===== src/rtl/circular_queue_with_listing_macros.svh =====
// Assertion macros used by the queue controller.
// Both use the module's own clock and reset nets.
`ifndef CIRCULAR_QUEUE_WITH_LISTING_MACROS_SVH
`define CIRCULAR_QUEUE_WITH_LISTING_MACROS_SVH

// same-cycle implication
`define CQWL_ASSERT_NOW(lbl, ante, cons, msg) \
   lbl: assert property (@(posedge clock) disable iff (reset) (ante) |-> (cons)) \
      else $error(msg);

// next-cycle implication
`define CQWL_ASSERT_NEXT(lbl, ante, cons, msg) \
   lbl: assert property (@(posedge clock) disable iff (reset) (ante) |=> (cons)) \
      else $error(msg);

`endif


===== src/rtl/cqwl_pkg.sv =====
`timescale 1ns / 1ps
package cqwl_pkg;

   localparam int DEPTH    = 16;
   localparam int DATA_W   = 32;

   // fixed field widths
   localparam int PUSH_W   = 32;
   localparam int VAL_W    = 32;
   localparam int CAP_W    = 5;
   localparam int OCC_W    = 5;
   localparam int IDX_W    = 4;
   localparam int USER_W   = 4;

   localparam int PTR_W    = $clog2(DEPTH);
   localparam int CNT_W    = $clog2(DEPTH + 1);

   localparam int RSP_USED = OCC_W + 3 * VAL_W + 2 * IDX_W;
   localparam int RSP_W    = ((RSP_USED + 7) / 8) * 8;

   // slot write broadcast to the cells
   typedef struct packed {
      logic              en;
      logic [PTR_W-1:0]  addr;
      logic [DATA_W-1:0] data;
   } write_type;

   // one result travelling down the chain, picking up slot values
   typedef struct packed {
      logic             valid;
      logic             ovf;
      logic             unf;
      logic [CNT_W-1:0] occ;
      logic             full;
      logic             empty;
      logic [PTR_W-1:0] head_idx;
      logic [PTR_W-1:0] tail_idx;
      logic [PTR_W-1:0] list_idx;
      logic             last;
      logic [VAL_W-1:0] head_val;
      logic [VAL_W-1:0] tail_val;
      logic [VAL_W-1:0] list_val;
   } token_type;

endpackage


===== src/rtl/circular_queue_with_listing.sv =====
`timescale 1ns / 1ps
// Circular queue of 32-bit values, capacity set by csr_wr_data (1 to DEPTH,
// 0 acts as 1, above DEPTH acts as DEPTH; write only while idle). Each
// req transaction either enqueues req_tdata (req_tuser = 0) or dequeues the
// front (req_tuser = 1); a push to a full queue or a pop from an empty one is
// refused and flagged. Every operation answers with a run of rsp transactions,
// one per held entry from front to rear (a single one when empty), each with
// the same status and rsp_tlast on the final one. Timing: one operation at a
// time; the results of an operation are issued into the slot chain one per
// cycle while the chain advances, and req_tready returns the cycle after the
// last one is taken. The whole chain holds while a result waits at the output.
// Each result walks through DEPTH cells, one per cycle when not held,
// collecting the slot values it needs.
// No clearing pass after reset.
module circular_queue_with_listing import cqwl_pkg::*; (
   input  logic              clock,
   input  logic              reset,
   // request channel
   input  logic              req_tvalid,
   output logic              req_tready,
   input  logic [PUSH_W-1:0] req_tdata,   // push_value
   input  logic              req_tuser,   // kind
   // response channel
   output logic              rsp_tvalid,
   input  logic              rsp_tready,
   output logic [RSP_W-1:0]  rsp_tdata,   // occupancy, head_value, head_index,
                                          // tail_value, tail_index, listed_value, pad
   output logic [USER_W-1:0] rsp_tuser,   // overflow, underflow, is_full, is_empty
   output logic              rsp_tlast,   // last
   // capacity register
   input  logic              csr_wr_en,
   input  logic [CAP_W-1:0]  csr_wr_data
);

   write_type wr;
   token_type chain_tok [DEPTH+1];
   token_type out_tok;
   logic      chain_adv;
   logic      run_done;

   // whole chain holds while the final cell's result waits to be taken
   assign out_tok   = chain_tok[DEPTH];
   assign chain_adv = !(out_tok.valid && !rsp_tready);
   assign run_done  = out_tok.valid && rsp_tready && out_tok.last;

   cqwl_ctrl u_ctrl (
      .clock       (clock),
      .reset       (reset),
      .req_tvalid  (req_tvalid),
      .req_tready  (req_tready),
      .req_tuser   (req_tuser),
      .req_tdata   (req_tdata),
      .csr_wr_en   (csr_wr_en),
      .csr_wr_data (csr_wr_data),
      .chain_adv   (chain_adv),
      .run_done    (run_done),
      .wr          (wr),
      .tok         (chain_tok[0])
   );

   // one cell per slot; a result enters at cell 0 and leaves from the last
   for (genvar i = 0; i < DEPTH; i++) begin : g_cell
      cqwl_cell u_cell (
         .clock      (clock),
         .reset      (reset),
         .chain_adv  (chain_adv),
         .cell_index (PTR_W'(i)),
         .wr         (wr),
         .tok_prev   (chain_tok[i]),
         .tok_next   (chain_tok[i+1])
      );
   end

   // final cell's register is the output register
   assign rsp_tvalid = out_tok.valid;
   assign rsp_tlast  = out_tok.last;
   assign rsp_tuser  = {out_tok.empty, out_tok.full, out_tok.unf, out_tok.ovf};
   assign rsp_tdata  = {{(RSP_W - RSP_USED){1'b0}},
                        out_tok.list_val,
                        IDX_W'(out_tok.tail_idx),
                        out_tok.tail_val,
                        IDX_W'(out_tok.head_idx),
                        out_tok.head_val,
                        OCC_W'(out_tok.occ)};

endmodule


===== src/rtl/cqwl_cell.sv =====
`timescale 1ns / 1ps
module cqwl_cell import cqwl_pkg::*; (
   input  logic             clock,
   input  logic             reset,
   input  logic             chain_adv,
   input  logic [PTR_W-1:0] cell_index,
   input  write_type        wr,
   input  token_type        tok_prev,
   output token_type        tok_next
);

   logic [DATA_W-1:0] slot_ff, slot_in;
   token_type         tok_ff, tok_in;

   always_comb begin
      slot_in = slot_ff;
      if (wr.en && (wr.addr == cell_index)) begin
         slot_in = wr.data;
      end
   end

   // substitute this slot wherever the passing result refers to it
   always_comb begin
      tok_in = tok_prev;
      if (tok_prev.valid && !tok_prev.empty) begin
         if (tok_prev.head_idx == cell_index) begin
            tok_in.head_val = VAL_W'(slot_ff);
         end
         if (tok_prev.tail_idx == cell_index) begin
            tok_in.tail_val = VAL_W'(slot_ff);
         end
         if (tok_prev.list_idx == cell_index) begin
            tok_in.list_val = VAL_W'(slot_ff);
         end
      end
   end

   always_ff @(posedge clock) begin
      slot_ff <= slot_in;
   end

   always_ff @(posedge clock) begin
      if (reset) begin
         tok_ff.valid <= 1'b0;
      end else if (chain_adv) begin
         tok_ff <= tok_in;
      end
   end

   assign tok_next = tok_ff;

endmodule


===== src/rtl/cqwl_ctrl.sv =====
`timescale 1ns / 1ps
`include "circular_queue_with_listing_macros.svh"
module cqwl_ctrl import cqwl_pkg::*; (
   input  logic              clock,
   input  logic              reset,
   input  logic              req_tvalid,
   output logic              req_tready,
   input  logic              req_tuser,
   input  logic [PUSH_W-1:0] req_tdata,
   input  logic              csr_wr_en,
   input  logic [CAP_W-1:0]  csr_wr_data,
   input  logic              chain_adv,
   input  logic              run_done,
   output write_type         wr,
   output token_type         tok
);

   localparam logic KIND_PUSH = 1'b0;

   typedef enum logic [1:0] {ST_IDLE, ST_ISSUE, ST_DRAIN} state_type;

   state_type        state_ff, state_in;
   logic [CAP_W-1:0] cap_ff, cap_in;
   logic [PTR_W-1:0] head_ff, head_in;
   logic [PTR_W-1:0] tail_ff, tail_in;
   logic [CNT_W-1:0] fill_ff, fill_in;
   logic             ovf_ff, ovf_in;
   logic             unf_ff, unf_in;
   logic [PTR_W-1:0] list_ff, list_in;
   logic [CNT_W-1:0] issued_ff, issued_in;

   logic [CNT_W-1:0] eff_cap;
   logic [CNT_W-1:0] run_len;
   logic [PTR_W-1:0] rear;
   logic             is_empty;
   logic             accept;

   function automatic logic [PTR_W-1:0] adv_ptr(input logic [PTR_W-1:0] p,
                                                input logic [CNT_W-1:0] c);
      logic [CNT_W-1:0] n;
      n = CNT_W'(p) + CNT_W'(1);
      return (n >= c) ? '0 : PTR_W'(n);
   endfunction

   // zero acts as one, anything above the depth as the depth
   always_comb begin
      if (cap_ff == '0) begin
         eff_cap = CNT_W'(1);
      end else if ({1'b0, cap_ff} > (CAP_W + 1)'(DEPTH)) begin
         eff_cap = CNT_W'(DEPTH);
      end else begin
         eff_cap = CNT_W'(cap_ff);
      end
   end

   assign accept     = req_tvalid && (state_ff == ST_IDLE);
   assign req_tready = (state_ff == ST_IDLE);
   assign is_empty   = (fill_ff == '0);
   assign rear       = (tail_ff == '0) ? PTR_W'(eff_cap - CNT_W'(1)) : tail_ff - PTR_W'(1);
   assign run_len    = is_empty ? CNT_W'(1) : fill_ff;

   always_comb begin
      tok.valid    = (state_ff == ST_ISSUE);
      tok.ovf      = ovf_ff;
      tok.unf      = unf_ff;
      tok.occ      = fill_ff;
      tok.full     = (fill_ff >= eff_cap);
      tok.empty    = is_empty;
      tok.head_idx = is_empty ? '0 : head_ff;
      tok.tail_idx = is_empty ? '0 : rear;
      tok.list_idx = list_ff;
      tok.last     = ((issued_ff + CNT_W'(1)) == run_len);
      tok.head_val = '0;
      tok.tail_val = '0;
      tok.list_val = '0;
   end

   always_comb begin
      state_in  = state_ff;
      cap_in    = cap_ff;
      head_in   = head_ff;
      tail_in   = tail_ff;
      fill_in   = fill_ff;
      ovf_in    = ovf_ff;
      unf_in    = unf_ff;
      list_in   = list_ff;
      issued_in = issued_ff;
      wr.en     = 1'b0;
      wr.addr   = tail_ff;
      wr.data   = DATA_W'(req_tdata);

      if (csr_wr_en) begin
         cap_in = csr_wr_data;
      end

      case (state_ff)
         ST_IDLE: begin
            if (accept) begin
               ovf_in = 1'b0;
               unf_in = 1'b0;
               if (req_tuser == KIND_PUSH) begin
                  if (fill_ff >= eff_cap) begin
                     ovf_in = 1'b1;
                  end else begin
                     wr.en   = 1'b1;
                     tail_in = adv_ptr(tail_ff, eff_cap);
                     fill_in = fill_ff + CNT_W'(1);
                  end
               end else begin
                  if (fill_ff == '0) begin
                     unf_in = 1'b1;
                  end else begin
                     head_in = adv_ptr(head_ff, eff_cap);
                     fill_in = fill_ff - CNT_W'(1);
                  end
               end
               list_in   = head_in;
               issued_in = '0;
               state_in  = ST_ISSUE;
            end
         end
         ST_ISSUE: begin
            if (chain_adv) begin
               issued_in = issued_ff + CNT_W'(1);
               list_in   = adv_ptr(list_ff, eff_cap);
               if (tok.last) begin
                  state_in = ST_DRAIN;
               end
            end
         end
         ST_DRAIN: begin
            if (run_done) begin
               state_in = ST_IDLE;
            end
         end
         default: begin
            state_in = ST_IDLE;
         end
      endcase
   end

   always_ff @(posedge clock) begin
      if (reset) begin
         state_ff <= ST_IDLE;
         cap_ff   <= CAP_W'(DEPTH);
         head_ff  <= '0;
         tail_ff  <= '0;
         fill_ff  <= '0;
      end else begin
         state_ff <= state_in;
         cap_ff   <= cap_in;
         head_ff  <= head_in;
         tail_ff  <= tail_in;
         fill_ff  <= fill_in;
      end
      ovf_ff    <= ovf_in;
      unf_ff    <= unf_in;
      list_ff   <= list_in;
      issued_ff <= issued_in;
   end

   `CQWL_ASSERT_NEXT(a_accept_issue, accept, state_ff == ST_ISSUE, "accept did not start issue")
   `CQWL_ASSERT_NOW(a_fill_bound, 1'b1, fill_ff <= CNT_W'(DEPTH), "fill count beyond depth")
   `CQWL_ASSERT_NEXT(a_last_drain, tok.valid && tok.last && chain_adv, state_ff == ST_DRAIN, "no drain after last")
   `CQWL_ASSERT_NOW(a_flags_excl, tok.valid, !(tok.ovf && tok.unf), "overflow and underflow together")

endmodule

===== config.mk =====
export PLATFORM = sky130hd
export DESIGN_NAME = circular_queue_with_listing
export DESIGN_NICKNAME = d
export VERILOG_FILES = /design/src/rtl/cqwl_pkg.sv /design/src/rtl/circular_queue_with_listing.sv /design/src/rtl/cqwl_cell.sv /design/src/rtl/cqwl_ctrl.sv
export VERILOG_INCLUDE_DIRS = /design/src /design/src/rtl
export SDC_FILE = /design/constraint.sdc
export NUM_CORES = 2
export LEC_CHECK = 0
export BUFFER_PORTS_ARGS = -buffer_cell sky130_fd_sc_hd__buf_2
export CAP_MARGIN = 20
export CORE_MARGIN = 3
export CORE_UTILIZATION = 62
export DETAILED_ROUTE_END_ITERATION = 12
export PLACE_DENSITY = 0.78
export REMOVE_ABC_BUFFERS = 1
export SKIP_CTS_REPAIR_TIMING = 1
export SKIP_LAST_GASP = 1
export SLEW_MARGIN = 15
export SYNTH_ARGS = -nofsm -noshare
export SYNTH_HDL_FRONTEND = slang
export SYNTH_SLANG_ARGS = --single-unit

===== constraint.sdc =====
create_clock -name clock -period 187 [get_ports clock]
set_clock_uncertainty 0.15 [all_clocks]
set_input_delay 37.4 -clock clock [delete_from_list [all_inputs] [get_ports clock]]
set_output_delay 37.4 -clock clock [all_outputs]
set_load 0.05 [all_outputs]

==> flow_metrics.py <==
metrics = {
    "detailed_routing": {
        "routed_wl_um": 145000,
        "drt.antenna.violating_nets": 0,
        "first_iter_violations": 2682,
        "vias_per_cell": 5.56,
        "wl_per_cell_um": 20.5,
        "firstDrtPassIters": 5,
        "drc_errors": 0,
        "via_count": 39300,
    },
    "clock_tree": {
        "clockBufferDepth": 3,
        "cts.sink_count": 2443,
        "cts_tree": "built",
        "cts_buffers": 219,
        "clock_latency_ps": 820,
        "htreeDepth": 4,
        "cts.clk_slew.worst_paths_ps": 60,
        "clockRootBuffer": "clkbuf_16",
    },
    "critical_path": {
        "crit_family": "buffers and inverters",
        "r2r_cells": 6,
        "slowest_delay_ps": 910,
        "crit_path_end_kind": "register",
        "path_class": "input port to register",
        "critPathBufInv": 5,
        "cp.depth": 7,
        "worstPathRequired_ps": 187280,
        "worst_path_max_delay_cell": "buf_4",
        "cp_cell_sequence": "buf_2 > nor2b_2 > nor2_4 > buf_12 > buf_12 > buf_4 > buf_4",
        "worst_ep_arrival_time_ps": 41460,
        "path_max_fanout": 197,
        "cp-start-kind": "input port",
    },
    "yosys": {
        "ys_ff_latch": 2443,
        "syn-instance-count": 4689,
        "synth-async-reset-ratio_pct": 0,
        "ys_seq_area_share_pct": 77.6,
        "synth_area_um2": 94100,
        "yosysWarnings": 0,
        "synth_edf_count": 2407,
        "yosysUniqueCellTypes": 69,
        "synthFlopType": "edfxtp_1",
        "synth_area_per_cell_um2": 20.1,
    },
    "grt": {
        "grt_max_degree": 215,
        "grt_pass1_vias": 41600,
        "grt_pass1_wl_um": 234000,
        "grt_usage_pct": 18.7,
        "overflow": 0,
        "antenna_found_initial": 2,
    },
    "pwr": {
        "switchingPower_uw": 230,
        "p_comb_share_pct": 4.7,
        "seqPwrFrac_pct": 56.7,
        "switching_share_pct": 20.2,
        "peakVddDrop_mv": 0.00947,
        "power.density_nw_per_um2": 11.0,
        "intPower_uw": 909,
        "p_clk_share_pct": 38.5,
        "leakage_uw": 0.0354,
    },
    "final_layout": {
        "num-fill-cells": 8862,
        "final_nets": 4935,
        "area_growth_syn_to_layout_pct": 10.3,
        "design_area_um2": 104000,
        "drive_above_1_share_pct": 39.9,
    },
    "floorplan": {
        "coreArea_um2": 150000,
        "dieArea_um2": 157000,
        "io_pins": 162,
        "initial_core_util_pct": 62.6,
        "die_w_um": 396,
        "fp-row-count": 142,
        "die_h_um": 396,
    },
    "placed_design": {
        "place_area_um2": 96600,
        "io_buffers": 158,
        "place_hpwl_um": 90700,
        "place_congestion": 0.782,
    },
    "timing": {
        "max_freq_ghz": 0.0243,
        "finalCritPeriodShare_pct": 22.0,
        "worst_pin_slew_ps": 1390,
        "slew_headroom_pct": 7.04,
        "slew_viol_final": 0,
        "fin_hold_ws_ps": 264,
        "period_minus_slack_ps": 41170,
        "finalSetupViolations": 0,
        "rsz0062_at_grt": "false",
        "finalHoldViolCount": 0,
        "fin_setup_tns_ps": 0,
    },
    "hold_path": {
        "hold_class": "register to register",
        "hold_path_depth": 0,
    },
    "status": {
        "outcome": "completed",
    },
    "flow_run": {
        "cap_violations": 0,
    },
}
cell families (layout without fill, tap and decap cells):
group	Yosys count	count (layout)	synth area share, %
adders and majority gates	32	32	0.427
xor gates and xnor gates	20	20	0.186
buffers and inverters	299	660	1.70
and+or+nand+nor	368	368	2.21
muxes	1449	1449	17.3
other	1	6	0.00398
DFF	2443	2443	77.6
AOI/OAI and AO/OA	77	77	0.586
synthesized netlist by cell type (13+ instances only):
cell,n,area (um2)
inv_1,19,71.3
dfxtp_1,36,721
mux2_2,1440,16200
edfxtp_1,2407,72300
ha_1,28,350
nand4b_1,13,114
nor2_1,64,240
nand2_1,62,233
buf_1,38,143
nor4b_1,13,114
nand2b_1,15,93.8
nor2b_1,21,131
a21oi_1,24,120
nand4_1,24,150
and2_1,99,619
clkbuf_1,116,435
and3_1,20,125
buf_4,117,878
layout make-up:
class | instances | area (um2) | area share [%]
Timing Repair Buffer | 230 | 1450 | 1.40
Tap cell | 2016 | 2520 | 2.43
Clock buffer | 260 | 5700 | 5.49
Antenna cell | 3 | 7.51 | 0.00723
Sequential cell | 2443 | 73000 | 70.3
Clock inverter | 150 | 1460 | 1.41
Inverter | 20 | 75.1 | 0.0723
Multi-Input combinational cell | 1949 | 19600 | 18.9
flip-flops by register name, indices dropped and copies added, names as in the netlist, 2 cells and up:
signal                  flops
u_ctrl.cap_ff               5
u_ctrl.head_ff              4
g_cell.u_cell.tok_next   1900
g_cell.u_cell.slot_ff     512
u_ctrl.tail_ff              4
u_ctrl.state_ff             2
u_ctrl.fill_ff              5
u_ctrl.list_ff              4
u_ctrl.issued_ff            5
final timing paths:
check                                                     from                                        to  slack [ps]
setup / recovery                                    rsp_tready  g_cell[13].u_cell.tok_next[25]$_DFFE_PP_      145830
setup reg to reg  g_cell[15].u_cell.tok_next[118]$_SDFFE_PP0N_  g_cell[13].u_cell.tok_next[25]$_DFFE_PP_      182040
hold reg to reg       g_cell[2].u_cell.tok_next[113]$_DFFE_PP_  g_cell[3].u_cell.tok_next[113]$_DFFE_PP_         260
hold / removal        g_cell[2].u_cell.tok_next[113]$_DFFE_PP_  g_cell[3].u_cell.tok_next[113]$_DFFE_PP_         260
routing by layer:
layer,GRT usage [%],routed length (um),vias up
li1,-,-,18700
met1,26.4,65600,19600
met2,30.9,70800,806
met3,2.88,5660,228
met4,5.05,2770,0
met5,0,0,-
power by group through the flow:
stage | sequential [uW] | clock, uW | combinational, uW
6_report | 646 | 439 | 53.8
4_1_cts | 647 | 448 | 54.2
5_1_grt | 649 | 470 | 59.2
3_5_place_dp | 658 | 0 | 53.0
3_3_place_gp | 656 | 0 | 51.7
2_1_floorplan | 713 | 0 | 33.9
cells in the final DEF (no fill, tap or decap), types with 10 or more instances in the layout:
| master | n |
|---|---|
| a21oi_1 | 24 |
| and2_1 | 99 |
| and3_1 | 16 |
| buf_2 | 158 |
| buf_4 | 63 |
| bufinv_16 | 25 |
| clkbuf_1 | 38 |
| clkbuf_16 | 222 |
| clkinv_1 | 62 |
| clkinv_2 | 42 |
| dfxtp_1 | 36 |
| edfxtp_1 | 2407 |
| ha_1 | 28 |
| inv_1 | 19 |
| mux2_2 | 1440 |
| nand2_1 | 62 |
| nand2b_1 | 15 |
| nand3_1 | 10 |
| nand4_1 | 24 |
| nand4b_1 | 13 |
| nor2_1 | 48 |
| nor2_4 | 10 |
| nor2b_1 | 20 |
| nor4b_1 | 13 |
| xnor2_1 | 10 |
| xor2_1 | 10 |
stage by stage:
stage | util, % | std cells | power (uW) | setup slack (ps)
global route | 69.1 | 7069 | 1180 | 145560
global placement | 64.3 | 6654 | 708 | 145270
CTS | 69.0 | 7064 | 1150 | 145980
detailed placement | 64.3 | 6654 | 711 | 145060
floorplan | - | 4412 | 747 | 67130
finish | 69.1 | 7071 | 1140 | 145830
Power figures use the tool's default switching activity.
